File: src/pcns_pkg.sv
// shared types and constants of the pedestal and common noise subtraction block
`default_nettype none

package pcns_pkg;

    localparam int VAL_W     = 16;
    localparam int RAW_W     = 12;
    localparam int FRAC_W    = 4;
    localparam int SUM_W     = 22;
    localparam int DIVISOR_W = 7;
    localparam int MOD_W     = 5;
    localparam int CHAN_W    = 6;
    localparam int MODE_W    = 2;

    localparam logic [MODE_W-1:0] MODE_RAW = 2'd3;

    localparam logic CMD_LOAD   = 1'b0;
    localparam logic CMD_SAMPLE = 1'b1;

    typedef struct packed {
        logic                 start;
        logic [SUM_W-1:0]     dividend;
        logic [DIVISOR_W-1:0] divisor;
    } t_div_req;

    typedef struct packed {
        logic             done;
        logic [SUM_W-1:0] quotient;
    } t_div_rsp;

endpackage

`default_nettype wire

File: src/pcns_div.sv
// iterative restoring divider, one quotient bit per cycle
`default_nettype none

module pcns_div (
    input  wire logic              i_clk,
    input  wire logic              i_rst_n,
    input  pcns_pkg::t_div_req     i_req,
    output pcns_pkg::t_div_rsp     o_rsp
);

    localparam int SW    = pcns_pkg::SUM_W;
    localparam int DVW   = pcns_pkg::DIVISOR_W;
    localparam int STEPW = $clog2(SW);

    logic             r_busy, n_busy;
    logic             r_done, n_done;
    logic [STEPW-1:0] r_step, n_step;
    logic [SW-1:0]    r_quo, n_quo;
    logic [DVW-1:0]   r_rem, n_rem;
    logic [DVW-1:0]   r_div, n_div;
    logic [DVW:0]     shifted;
    logic [DVW:0]     diff;
    logic             ge;

    always_comb begin
        shifted = {r_rem, r_quo[SW-1]};
        diff    = shifted - {1'b0, r_div};
        ge      = (shifted >= {1'b0, r_div});
        n_busy  = r_busy;
        n_done  = 1'b0;
        n_step  = r_step;
        n_quo   = r_quo;
        n_rem   = r_rem;
        n_div   = r_div;
        if (i_req.start) begin
            n_busy = 1'b1;
            n_step = '0;
            n_quo  = i_req.dividend;
            n_rem  = '0;
            n_div  = i_req.divisor;
        end else if (r_busy) begin
            n_quo  = {r_quo[SW-2:0], ge};
            n_rem  = ge ? diff[DVW-1:0] : shifted[DVW-1:0];
            n_step = r_step + STEPW'(1);
            if (r_step == STEPW'(SW - 1)) begin
                n_busy = 1'b0;
                n_done = 1'b1;
            end
        end
    end

    always_ff @(posedge i_clk) begin
        if (!i_rst_n) begin
            r_busy <= 1'b0;
            r_done <= 1'b0;
            r_step <= '0;
        end else begin
            r_busy <= n_busy;
            r_done <= n_done;
            r_step <= n_step;
        end
        r_quo <= n_quo;
        r_rem <= n_rem;
        r_div <= n_div;
    end

    assign o_rsp.done     = r_done;
    assign o_rsp.quotient = r_quo;

endmodule

`default_nettype wire

File: config.mk
export PLATFORM = sky130hd
export DESIGN_NAME = pcns_div
export DESIGN_NICKNAME = d
export VERILOG_FILES = /design/src/pcns_pkg.sv /design/src/pcns_div.sv
export SDC_FILE = /design/constraint.sdc
export NUM_CORES = 1
export LEC_CHECK = 0
export BUFFER_PORTS_ARGS = -buffer_cell sky130_fd_sc_hd__buf_4
export CORE_MARGIN = 2
export CORE_UTILIZATION = 53
export DETAILED_ROUTE_END_ITERATION = 8
export PLACE_DENSITY = 0.79
export SLEW_MARGIN = 15
export SYNTH_ARGS = -nofsm -noshare
export SYNTH_HDL_FRONTEND = slang
export SYNTH_SLANG_ARGS = --single-unit
File: constraint.sdc
create_clock -name i_clk -period 3.1 [get_ports i_clk]
set_input_delay 0 -clock i_clk [delete_from_list [all_inputs] [get_ports i_clk]]
set_output_delay 0 -clock i_clk [all_outputs]
set_load 0.01 [all_outputs]
==> results of run 1 <==
-- worst paths after layout --
check,start,to,slack [ps],depth (start not counted)
max reg2reg,r_quo[21]$_DFFE_PP_,r_rem[0]$_SDFFE_PP0P_,730,7
max,r_quo[21]$_DFFE_PP_,r_rem[0]$_SDFFE_PP0P_,730,7
min,i_req[16],r_quo[9]$_DFFE_PP_,6,2
min reg2reg,r_step[1]$_SDFFE_PP0P_,r_step[1]$_SDFFE_PP0P_,510,2
-- where the power goes --
group          switching (mW)  internal, mW
clock network           0.187         0.154
logic                   0.135         0.157
registers              0.0285         0.668
-- final cells by class --
class                           count  area [um2]
Fill cell                         292        1080
Inverter                           13        48.8
Clock inverter                      2        7.51
Clock buffer                        6        72.6
Multi-Input combinational cell    119         977
Timing Repair Buffer               77         631
Sequential cell                    43        1150
Tap cell                           50        62.6
-- worst max-delay path: cells and delay by family (launching register included) --
kind	cells	cell delay, ps
AO/OA/AOI/OAI	2	670
adder cells (fa/ha/maj)	2	640
buffers and inverters	1	70
flip-flops	1	360
AND/OR/NAND/NOR	2	550
-- registers in the layout, indices dropped and copies added, names as in the netlist --
signal  flops
r_step      5
r_quo      22
r_div       7
r_rem       7
r_done      1
r_busy      1
-- placed cells by master, fill, tap and decap left out, types with 3 or more instances in the layout --
| cell type | synthesis | final |
|---|---|---|
| sky130_fd_sc_hd__buf_4 | 1 | 56 |
| sky130_fd_sc_hd__edfxtp_1 | 29 | 29 |
| sky130_fd_sc_hd__mux2_2 | 21 | 21 |
| sky130_fd_sc_hd__dlygate4sd3_1 | 0 | 21 |
| sky130_fd_sc_hd__dfxtp_1 | 14 | 14 |
| sky130_fd_sc_hd__inv_1 | 13 | 13 |
| sky130_fd_sc_hd__nor2_1 | 11 | 11 |
| sky130_fd_sc_hd__ha_1 | 9 | 9 |
| sky130_fd_sc_hd__nand2_1 | 7 | 7 |
| sky130_fd_sc_hd__nor3b_1 | 6 | 6 |
| sky130_fd_sc_hd__clkbuf_8 | 0 | 5 |
| sky130_fd_sc_hd__nand4_1 | 4 | 4 |
| sky130_fd_sc_hd__o21ai_0 | 4 | 4 |
| sky130_fd_sc_hd__a41oi_1 | 4 | 4 |
| sky130_fd_sc_hd__xnor2_1 | 4 | 4 |
| sky130_fd_sc_hd__nor2b_1 | 3 | 3 |
| sky130_fd_sc_hd__nor3_1 | 3 | 3 |
| sky130_fd_sc_hd__a211oi_1 | 3 | 3 |
| sky130_fd_sc_hd__nand2b_1 | 3 | 3 |
| sky130_fd_sc_hd__xor2_1 | 3 | 3 |
-- through the flow --
stage,hold slack (ps),utilization,power [mW]
after detailed placement,179,0.660,0.974
after floorplan,98.9,-,0.865
final,6.09,0.732,1.33
after global routing,2.42,0.732,1.38
after global placement,178,0.660,0.967
after CTS,1.02,0.730,1.33
-- cells by family after synthesis --
logic type                 count (synthesis)  synth area share
and+or+nand+nor                           48             0.119
DFF                                       43             0.515
AOI/OAI and AO/OA                         32             0.122
buffers and inverters                     23            0.0476
muxes                                     22             0.110
adders and majority gates                 10            0.0594
xor gates and xnor gates                   7            0.0274
-- Yosys cell counts, drive strengths merged, types with 2 or more instances --
library cell  instances  area share
nand2b                4       0.012
nor2                 11       0.018
inv                  13       0.022
nand3                 2      0.0045
dfxtp                14        0.13
a21o                  2      0.0067
mux2                 21        0.11
or2                   3      0.0084
clkbuf                4      0.0073
ha                    9       0.050
a41oi                 4       0.016
edfxtp               29        0.39
a21oi                 2      0.0045
a311oi                3       0.017
o21bai                2      0.0067
nor2b                 3      0.0084
xor2                  3       0.012
xnor2                 4       0.016
o31ai                 2       0.011
buf                   6       0.018
nand4                 4       0.011
a211oi                4       0.016
nand2                 7       0.012
o21ai                 4      0.0090
nor3b                 6       0.020
nor3                  3      0.0067
-- metal layers --
metal  share of wire  wire [um]  vias up
li1                -          -      836
met1            0.44       2050      812
met2            0.50       2370       39
met3           0.043        200        8
met4           0.017         81        0
met5               0          0        -
-- timing repair --
| item | 4_1_cts | 5_1_grt |
|---|---|---|
| endpoints found under the hold margin | 20 | 1 |
| hold buffers | 20 | 1 |
| buffers inserted | 0 | 0 |
==> impl_results.html, run 1 <==
<table>
<tr><th>Metric</th><th>Value</th></tr>
<tr><th colspan="2">Clocking</th></tr>
<tr><td>Maximum level of the CTS H-tree</td><td>2</td></tr>
<tr><td>Inserted Clock Buffers</td><td>5</td></tr>
<tr><td>Clk pin slew, worst setup/hold paths</td><td>roughly 80 ps</td></tr>
<tr><td>Clock insertion delay at the later pin of the skew report</td><td>about 300 ps</td></tr>
<tr><td>TritonCTS clock tree</td><td>yes</td></tr>
<tr><td>Clock root buffer master</td><td>sky130_fd_sc_hd__clkbuf_8</td></tr>
<tr><td>Clk buf depth</td><td>2</td></tr>
<tr><td>Cts repair resizes</td><td>0</td></tr>
<tr><td>Clock sinks</td><td>43</td></tr>
<tr><th colspan="2">Floorplan</th></tr>
<tr><td>Initial standard-cell utilization of the core</td><td>0.555</td></tr>
<tr><td>I/O pins</td><td>55</td></tr>
<tr><td>Die span in y</td><td>a little under 70 um</td></tr>
<tr><td>Placement row count</td><td>23</td></tr>
<tr><td>Area of the die</td><td>~4800 um2</td></tr>
<tr><td>Floorplan die width</td><td>68.9 um</td></tr>
<tr><td>Total core area</td><td>4030 um2</td></tr>
<tr><th colspan="2">Timing</th></tr>
<tr><td>Total negative slack for setup checks</td><td>0 ps</td></tr>
<tr><td>Portion of the clock cycle consumed by the worst path in the final layout</td><td>0.766</td></tr>
<tr><td>Number of setup violations in the final report</td><td>0</td></tr>
<tr><td>Total count of max-transition violations in the final report</td><td>0</td></tr>
<tr><td>Count of endpoints failing hold in the final timing report</td><td>0</td></tr>
<tr><td>Max transition margin</td><td>0.650</td></tr>
<tr><td>RSZ-0062 raised after global routing</td><td>false</td></tr>
<tr><td>Post-Route Skew</td><td>approximately 9.5 ps</td></tr>
<tr><td>Transition time at the pin with the least slew margin</td><td>525 ps</td></tr>
<tr><td>Top achievable clock speed</td><td>421 MHz</td></tr>
<tr><td>Final min period</td><td>2370 ps</td></tr>
<tr><td>Final worst slack</td><td>727 ps</td></tr>
<tr><th colspan="2">Placement</th></tr>
<tr><td>Number of placed instances, taps included</td><td>281</td></tr>
<tr><td>Post-Place Worst Slack</td><td>roughly 780 ps</td></tr>
<tr><td>Detailed placer's ending HPWL</td><td>roughly 3.0 mm</td></tr>
<tr><td>Placer's final routability congestion estimate</td><td>0.778</td></tr>
<tr><td>IO Port Bufs</td><td>54</td></tr>
<tr><td>Placement Cell Area</td><td>2660 um2</td></tr>
<tr><th colspan="2">Logic synthesis</th></tr>
<tr><td>Number of standard cells after synthesis</td><td>between 150 and 200</td></tr>
<tr><td>Syn_nets</td><td>227</td></tr>
<tr><td>Register area share after synthesis</td><td>0.515</td></tr>
<tr><td>Netlist area before placement</td><td>2230 um2</td></tr>
<tr><td>Number of synthesized register bits</td><td>between 40 and 50</td></tr>
<tr><td>Syn avg cell area</td><td>12.1 um2</td></tr>
<tr><td>Most common flop cell mapped by yosys</td><td>sky130_fd_sc_hd__edfxtp_1</td></tr>
<tr><td>Synth unique cells</td><td>around 50</td></tr>
<tr><td>Proportion of synthesized flip-flops having asynchronous set or reset</td><td>0</td></tr>
<tr><td>Yosys warns</td><td>0</td></tr>
<tr><td>Number of enable-type register cells in the synthesized netlist</td><td>29</td></tr>
<tr><th colspan="2">Detailed routing</th></tr>
<tr><td>Number of design-rule violations left by the first detailed-router iteration</td><td>79</td></tr>
<tr><td>Per-cell via count in the routed design</td><td>roughly 5.5</td></tr>
<tr><td># DRC</td><td>0</td></tr>
<tr><td>Total wirelength of the detailed-routed design</td><td>4.70 mm</td></tr>
<tr><td>Antenna Violating Nets Remaining</td><td>0</td></tr>
<tr><td>Number of iterations in the first detailed-routing pass</td><td>4</td></tr>
<tr><td>Vias after detailed routing</td><td>roughly 1.7k</td></tr>
<tr><td>Average wire length per cell after detail routing</td><td>15.2 um</td></tr>
<tr><th colspan="2">Power</th></tr>
<tr><td>VDD IR-drop max</td><td>0.000346 V</td></tr>
<tr><td>P per Cell Area</td><td>around 450 nW/um2</td></tr>
<tr><td>Static leakage</td><td>1.20 nW</td></tr>
<tr><th colspan="2">Critical path</th></tr>
<tr><td>Max FO, Critical Path</td><td>9</td></tr>
<tr><td>Slowest-stage cell, CP</td><td>sky130_fd_sc_hd__fa_1</td></tr>
<tr><td>Kind of start point of the critical path</td><td>register</td></tr>
<tr><td>Crit-path max cell delay</td><td>410 ps</td></tr>
<tr><td>WS Path Type</td><td>register to register</td></tr>
<tr><td>Required time at the worst-slack endpoint</td><td>3310 ps</td></tr>
<tr><td>Ordered cell list for the critical path</td><td>inv_1 &gt; ha_1 &gt; fa_1 &gt; nand2b_2 &gt; a211o_1 &gt; and3_1 &gt; a311oi_2</td></tr>
<tr><td>Endpoint arrival time on the critical path</td><td>2580 ps</td></tr>
<tr><td>Critical path endpoint category</td><td>register</td></tr>
<tr><th colspan="2">GRT</th></tr>
<tr><td>GR Util met3</td><td>0.0601</td></tr>
<tr><td>Largest net degree at the start of global routing</td><td>47</td></tr>
<tr><td>Routing layer with the top usage in global route</td><td>met2</td></tr>
<tr><td>Total global routing overflow</td><td>0</td></tr>
<tr><td>Wire length of the first global-routing pass</td><td>about 7.5 mm</td></tr>
<tr><td>Tot GR Track Use</td><td>0.223</td></tr>
<tr><td>Met2 GRT Util</td><td>0.387</td></tr>
<tr><td>Met1 GRT Util</td><td>0.266</td></tr>
<tr><td>Antenna violations before repair</td><td>0</td></tr>
<tr><td>Number of global-route vias before repair</td><td>1599</td></tr>
<tr><th colspan="2">Cells and area</th></tr>
<tr><td>Antenna diode count</td><td>0</td></tr>
<tr><td>Area added between synthesis and finish</td><td>32.0%</td></tr>
<tr><td>Post-route standard cell area excluding fillers</td><td>2950 um2</td></tr>
<tr><td>Non-filler instance count after layout</td><td>310</td></tr>
<tr><td>Final-stage net count</td><td>roughly 300</td></tr>
<tr><td>Fraction of layout cells with a size suffix above 1</td><td>0.354</td></tr>
<tr><th colspan="2">Run</th></tr>
<tr><td>Number of max-capacitance violations reported</td><td>0</td></tr>
<tr><th colspan="2">Status</th></tr>
<tr><td>Outcome</td><td>finished, final reports clean</td></tr>
<tr><th colspan="2">Min path</th></tr>
<tr><td>Type of the most critical hold path</td><td>primary input to register</td></tr>
</table>
Note: power is estimated with default switching activity, not from simulation.
==> run 2: changes to the inputs <==
- clock period: 3.1 -> 2.5 ns (I/O delays scaled with it)
==> impl_results.html, run 2 (synthesis results as in run 1) <==
<table>
<tr><th>Metric</th><th>Value</th></tr>
<tr><th colspan="2">Cells and area</th></tr>
<tr><td>Most frequent cells in the layout</td><td>sky130_fd_sc_hd__buf_4 (56), sky130_fd_sc_hd__edfxtp_1 (29), sky130_fd_sc_hd__dlygate4sd3_1 (25)</td></tr>
<tr><td>Register bank with the most flops</td><td>r_quo</td></tr>
<tr><td>Final core utilization</td><td>0.750</td></tr>
<tr><td>Number of flip-flops under the largest register name</td><td>22</td></tr>
<tr><td>Area added between synthesis and finish</td><td>35.3%</td></tr>
<tr><td>Most frequent standard cell in the layout excluding fill and tap cells</td><td>sky130_fd_sc_hd__buf_4</td></tr>
<tr><td>Filler cell count in the final layout</td><td>between 200 and 300</td></tr>
<tr><td>Antenna diode count</td><td>0</td></tr>
<tr><td>Registers with the most flip-flops</td><td>r_quo (22), r_div (7), r_rem (7)</td></tr>
<tr><td>Fraction of layout cells with a size suffix above 1</td><td>0.360</td></tr>
<tr><td>Final-stage net count</td><td>305</td></tr>
<tr><th colspan="2">Floorplan</th></tr>
<tr><td>Area of the die</td><td>between 4000 and 5000 um2</td></tr>
<tr><td>Total core area</td><td>between 4000 and 5000 um2</td></tr>
<tr><td>Die span in y</td><td>68.9 um</td></tr>
<tr><td>I/O pins</td><td>55</td></tr>
<tr><td>Placement row count</td><td>23</td></tr>
<tr><td>Initial standard-cell utilization of the core</td><td>0.555</td></tr>
<tr><td>Floorplan die width</td><td>68.9 um</td></tr>
<tr><th colspan="2">Critical path</th></tr>
<tr><td>Critical path endpoint category</td><td>register</td></tr>
<tr><td>Ordered cell list for the critical path</td><td>inv_1 &gt; ha_1 &gt; fa_1 &gt; nand2b_2 &gt; a211o_1 &gt; and3_1 &gt; a311oi_2</td></tr>
<tr><td>Endpoint arrival time on the critical path</td><td>approximately 2600 ps</td></tr>
<tr><td>Kind of start point of the critical path</td><td>register</td></tr>
<tr><td>Max FO, Critical Path</td><td>9</td></tr>
<tr><td>Slowest-stage cell, CP</td><td>sky130_fd_sc_hd__fa_1</td></tr>
<tr><td>Crit-path max cell delay</td><td>roughly 400 ps</td></tr>
<tr><td>Required time at the worst-slack endpoint</td><td>2720 ps</td></tr>
<tr><td>WS Path Type</td><td>register to register</td></tr>
<tr><th colspan="2">Timing</th></tr>
<tr><td>Count of endpoints failing hold in the final timing report</td><td>0</td></tr>
<tr><td>Final min period</td><td>2330 ps</td></tr>
<tr><td>Transition time at the pin with the least slew margin</td><td>541 ps</td></tr>
<tr><td>Post-Route Skew</td><td>between 4 and 5 ps</td></tr>
<tr><td>Total count of max-transition violations in the final report</td><td>0</td></tr>
<tr><td>Final worst slack</td><td>170 ps</td></tr>
<tr><td>Max transition margin</td><td>0.640</td></tr>
<tr><td>Portion of the clock cycle consumed by the worst path in the final layout</td><td>0.932</td></tr>
<tr><td>Number of setup violations in the final report</td><td>0</td></tr>
<tr><td>RSZ-0062 raised after global routing</td><td>false</td></tr>
<tr><td>Total negative slack for setup checks</td><td>0 ps</td></tr>
<tr><td>Top achievable clock speed</td><td>429 MHz</td></tr>
<tr><th colspan="2">Detailed routing</th></tr>
<tr><td>Vias after detailed routing</td><td>1711</td></tr>
<tr><td>Number of iterations in the first detailed-routing pass</td><td>4</td></tr>
<tr><td># DRC</td><td>0</td></tr>
<tr><td>Total wirelength of the detailed-routed design</td><td>4.74 mm</td></tr>
<tr><td>Antenna Violating Nets Remaining</td><td>0</td></tr>
<tr><td>Average wire length per cell after detail routing</td><td>15.1 um</td></tr>
<tr><td>Number of design-rule violations left by the first detailed-router iteration</td><td>86</td></tr>
<tr><td>Per-cell via count in the routed design</td><td>5.45</td></tr>
<tr><th colspan="2">Power</th></tr>
<tr><td>Switching power</td><td>about 0.46 mW</td></tr>
<tr><td>Clock network power share</td><td>0.309</td></tr>
<tr><td>Sw Share</td><td>0.256</td></tr>
<tr><td>P per Cell Area</td><td>589 nW/um2</td></tr>
<tr><td>Fraction of power consumed by sequential logic</td><td>0.486</td></tr>
<tr><td>VDD IR-drop max</td><td>0.000409 V</td></tr>
<tr><td>Static leakage</td><td>approximately 1.2 nW</td></tr>
<tr><td>Internal power component</td><td>1.32 mW</td></tr>
<tr><td>Part of the total power dissipated in combinational logic</td><td>0.205</td></tr>
<tr><td>Total power consumption of the routed design</td><td>1.78 mW</td></tr>
<tr><th colspan="2">GRT</th></tr>
<tr><td>Antenna violations before repair</td><td>0</td></tr>
<tr><td>Tot GR Track Use</td><td>0.218</td></tr>
<tr><td>Wire length of the first global-routing pass</td><td>7.52 mm</td></tr>
<tr><td>Number of global-route vias before repair</td><td>1663</td></tr>
<tr><td>Total global routing overflow</td><td>0</td></tr>
<tr><td>Largest net degree at the start of global routing</td><td>47</td></tr>
<tr><th colspan="2">Clocking</th></tr>
<tr><td>Clock root buffer master</td><td>sky130_fd_sc_hd__clkbuf_8</td></tr>
<tr><td>Maximum level of the CTS H-tree</td><td>2</td></tr>
<tr><td>Clock sinks</td><td>43</td></tr>
<tr><td>Clk pin slew, worst setup/hold paths</td><td>90 ps</td></tr>
<tr><td>Number of setup buffers added after CTS</td><td>0</td></tr>
<tr><td>Clk buf depth</td><td>2</td></tr>
<tr><td>Clock insertion delay at the later pin of the skew report</td><td>300 ps</td></tr>
<tr><td>TritonCTS clock tree</td><td>yes</td></tr>
<tr><td>Inserted Clock Buffers</td><td>5</td></tr>
<tr><th colspan="2">Min path</th></tr>
<tr><td>Type of the most critical hold path</td><td>primary input to register</td></tr>
<tr><th colspan="2">Placement</th></tr>
<tr><td>Detailed placer's ending HPWL</td><td>2.97 mm</td></tr>
<tr><td>Placer's final routability congestion estimate</td><td>0.771</td></tr>
<tr><td>IO Port Bufs</td><td>54</td></tr>
<tr><td>Post-Place Worst Slack</td><td>approximately 200 ps</td></tr>
<tr><th colspan="2">Run</th></tr>
<tr><td>Number of max-capacitance violations reported</td><td>0</td></tr>
<tr><th colspan="2">Status</th></tr>
<tr><td>Outcome</td><td>finished, final reports clean</td></tr>
</table>
run 2: area by class of cell:
| class | instances | area [um2] | area share |
|---|---|---|---|
| inverter | 13 | 48.8 | 0.0161 |
| clock inverter | 3 | 43.8 | 0.0145 |
| multi-input combinational | 119 | 977 | 0.323 |
| clock buffer | 5 | 68.8 | 0.0228 |
| timing repair buffer | 81 | 671 | 0.222 |
| tap | 50 | 62.6 | 0.0207 |
| sequential | 43 | 1150 | 0.381 |
run 2: critical path, delay by kind of cell, from the launching register on:
family / cells / cell delay, ps
adders and majority gates: 2 / 620
buffers and inverters: 1 / 60
AOI/OAI and AO/OA: 2 / 660
DFF: 1 / 350
and+or+nand+nor: 2 / 540
run 2: path summary, 6_finish.rpt:
kind | from | to | slack [ps] | depth (start not counted)
worst max-delay path | r_quo[21]$_DFFE_PP_ | r_rem[0]$_SDFFE_PP0P_ | 170 | 7
worst min-delay path | i_req[25] | r_quo[18]$_DFFE_PP_ | 5 | 2
worst max register to register | r_quo[21]$_DFFE_PP_ | r_rem[0]$_SDFFE_PP0P_ | 170 | 7
worst min register to register | r_step[1]$_SDFFE_PP0P_ | r_step[1]$_SDFFE_PP0P_ | 520 | 2
run 2: timing repair:
item	in CTS	in global routing
endpoints found under the hold margin	25	0
gates resized for setup	0	0
hold buffers	25	0
run 2: per-stage QoR:
| stage | std cells | hold slack, ps | instance area [um2] |
|---|---|---|---|
| 2_1_floorplan | 185 | 98.9 | 2230 |
| 3_3_place_gp | 281 | 178 | 2660 |
| 3_5_place_dp | 281 | 179 | 2660 |
| 4_1_cts | 314 | 2.43 | 3020 |
| 5_1_grt | 314 | 1.59 | 3020 |
| 6_report | 314 | 4.73 | 3020 |
run 2: power groups by stage:
stage	clock network, mW	logic, mW	registers (mW)
after floorplan	0	0.184	0.888
after detailed placement	0	0.327	0.878
after global routing	0.584	0.397	0.872
final	0.550	0.365	0.865
after CTS	0.558	0.361	0.863
after global placement	0	0.322	0.877
run 2: per-layer routing:
layer,vias to the layer above,global-route usage,part of all wire
li1,844,-,-
met1,818,0.277,0.44
met2,42,0.374,0.50
met3,7,0.0568,0.052
met4,0,0.0515,0.011
met5,-,0,0
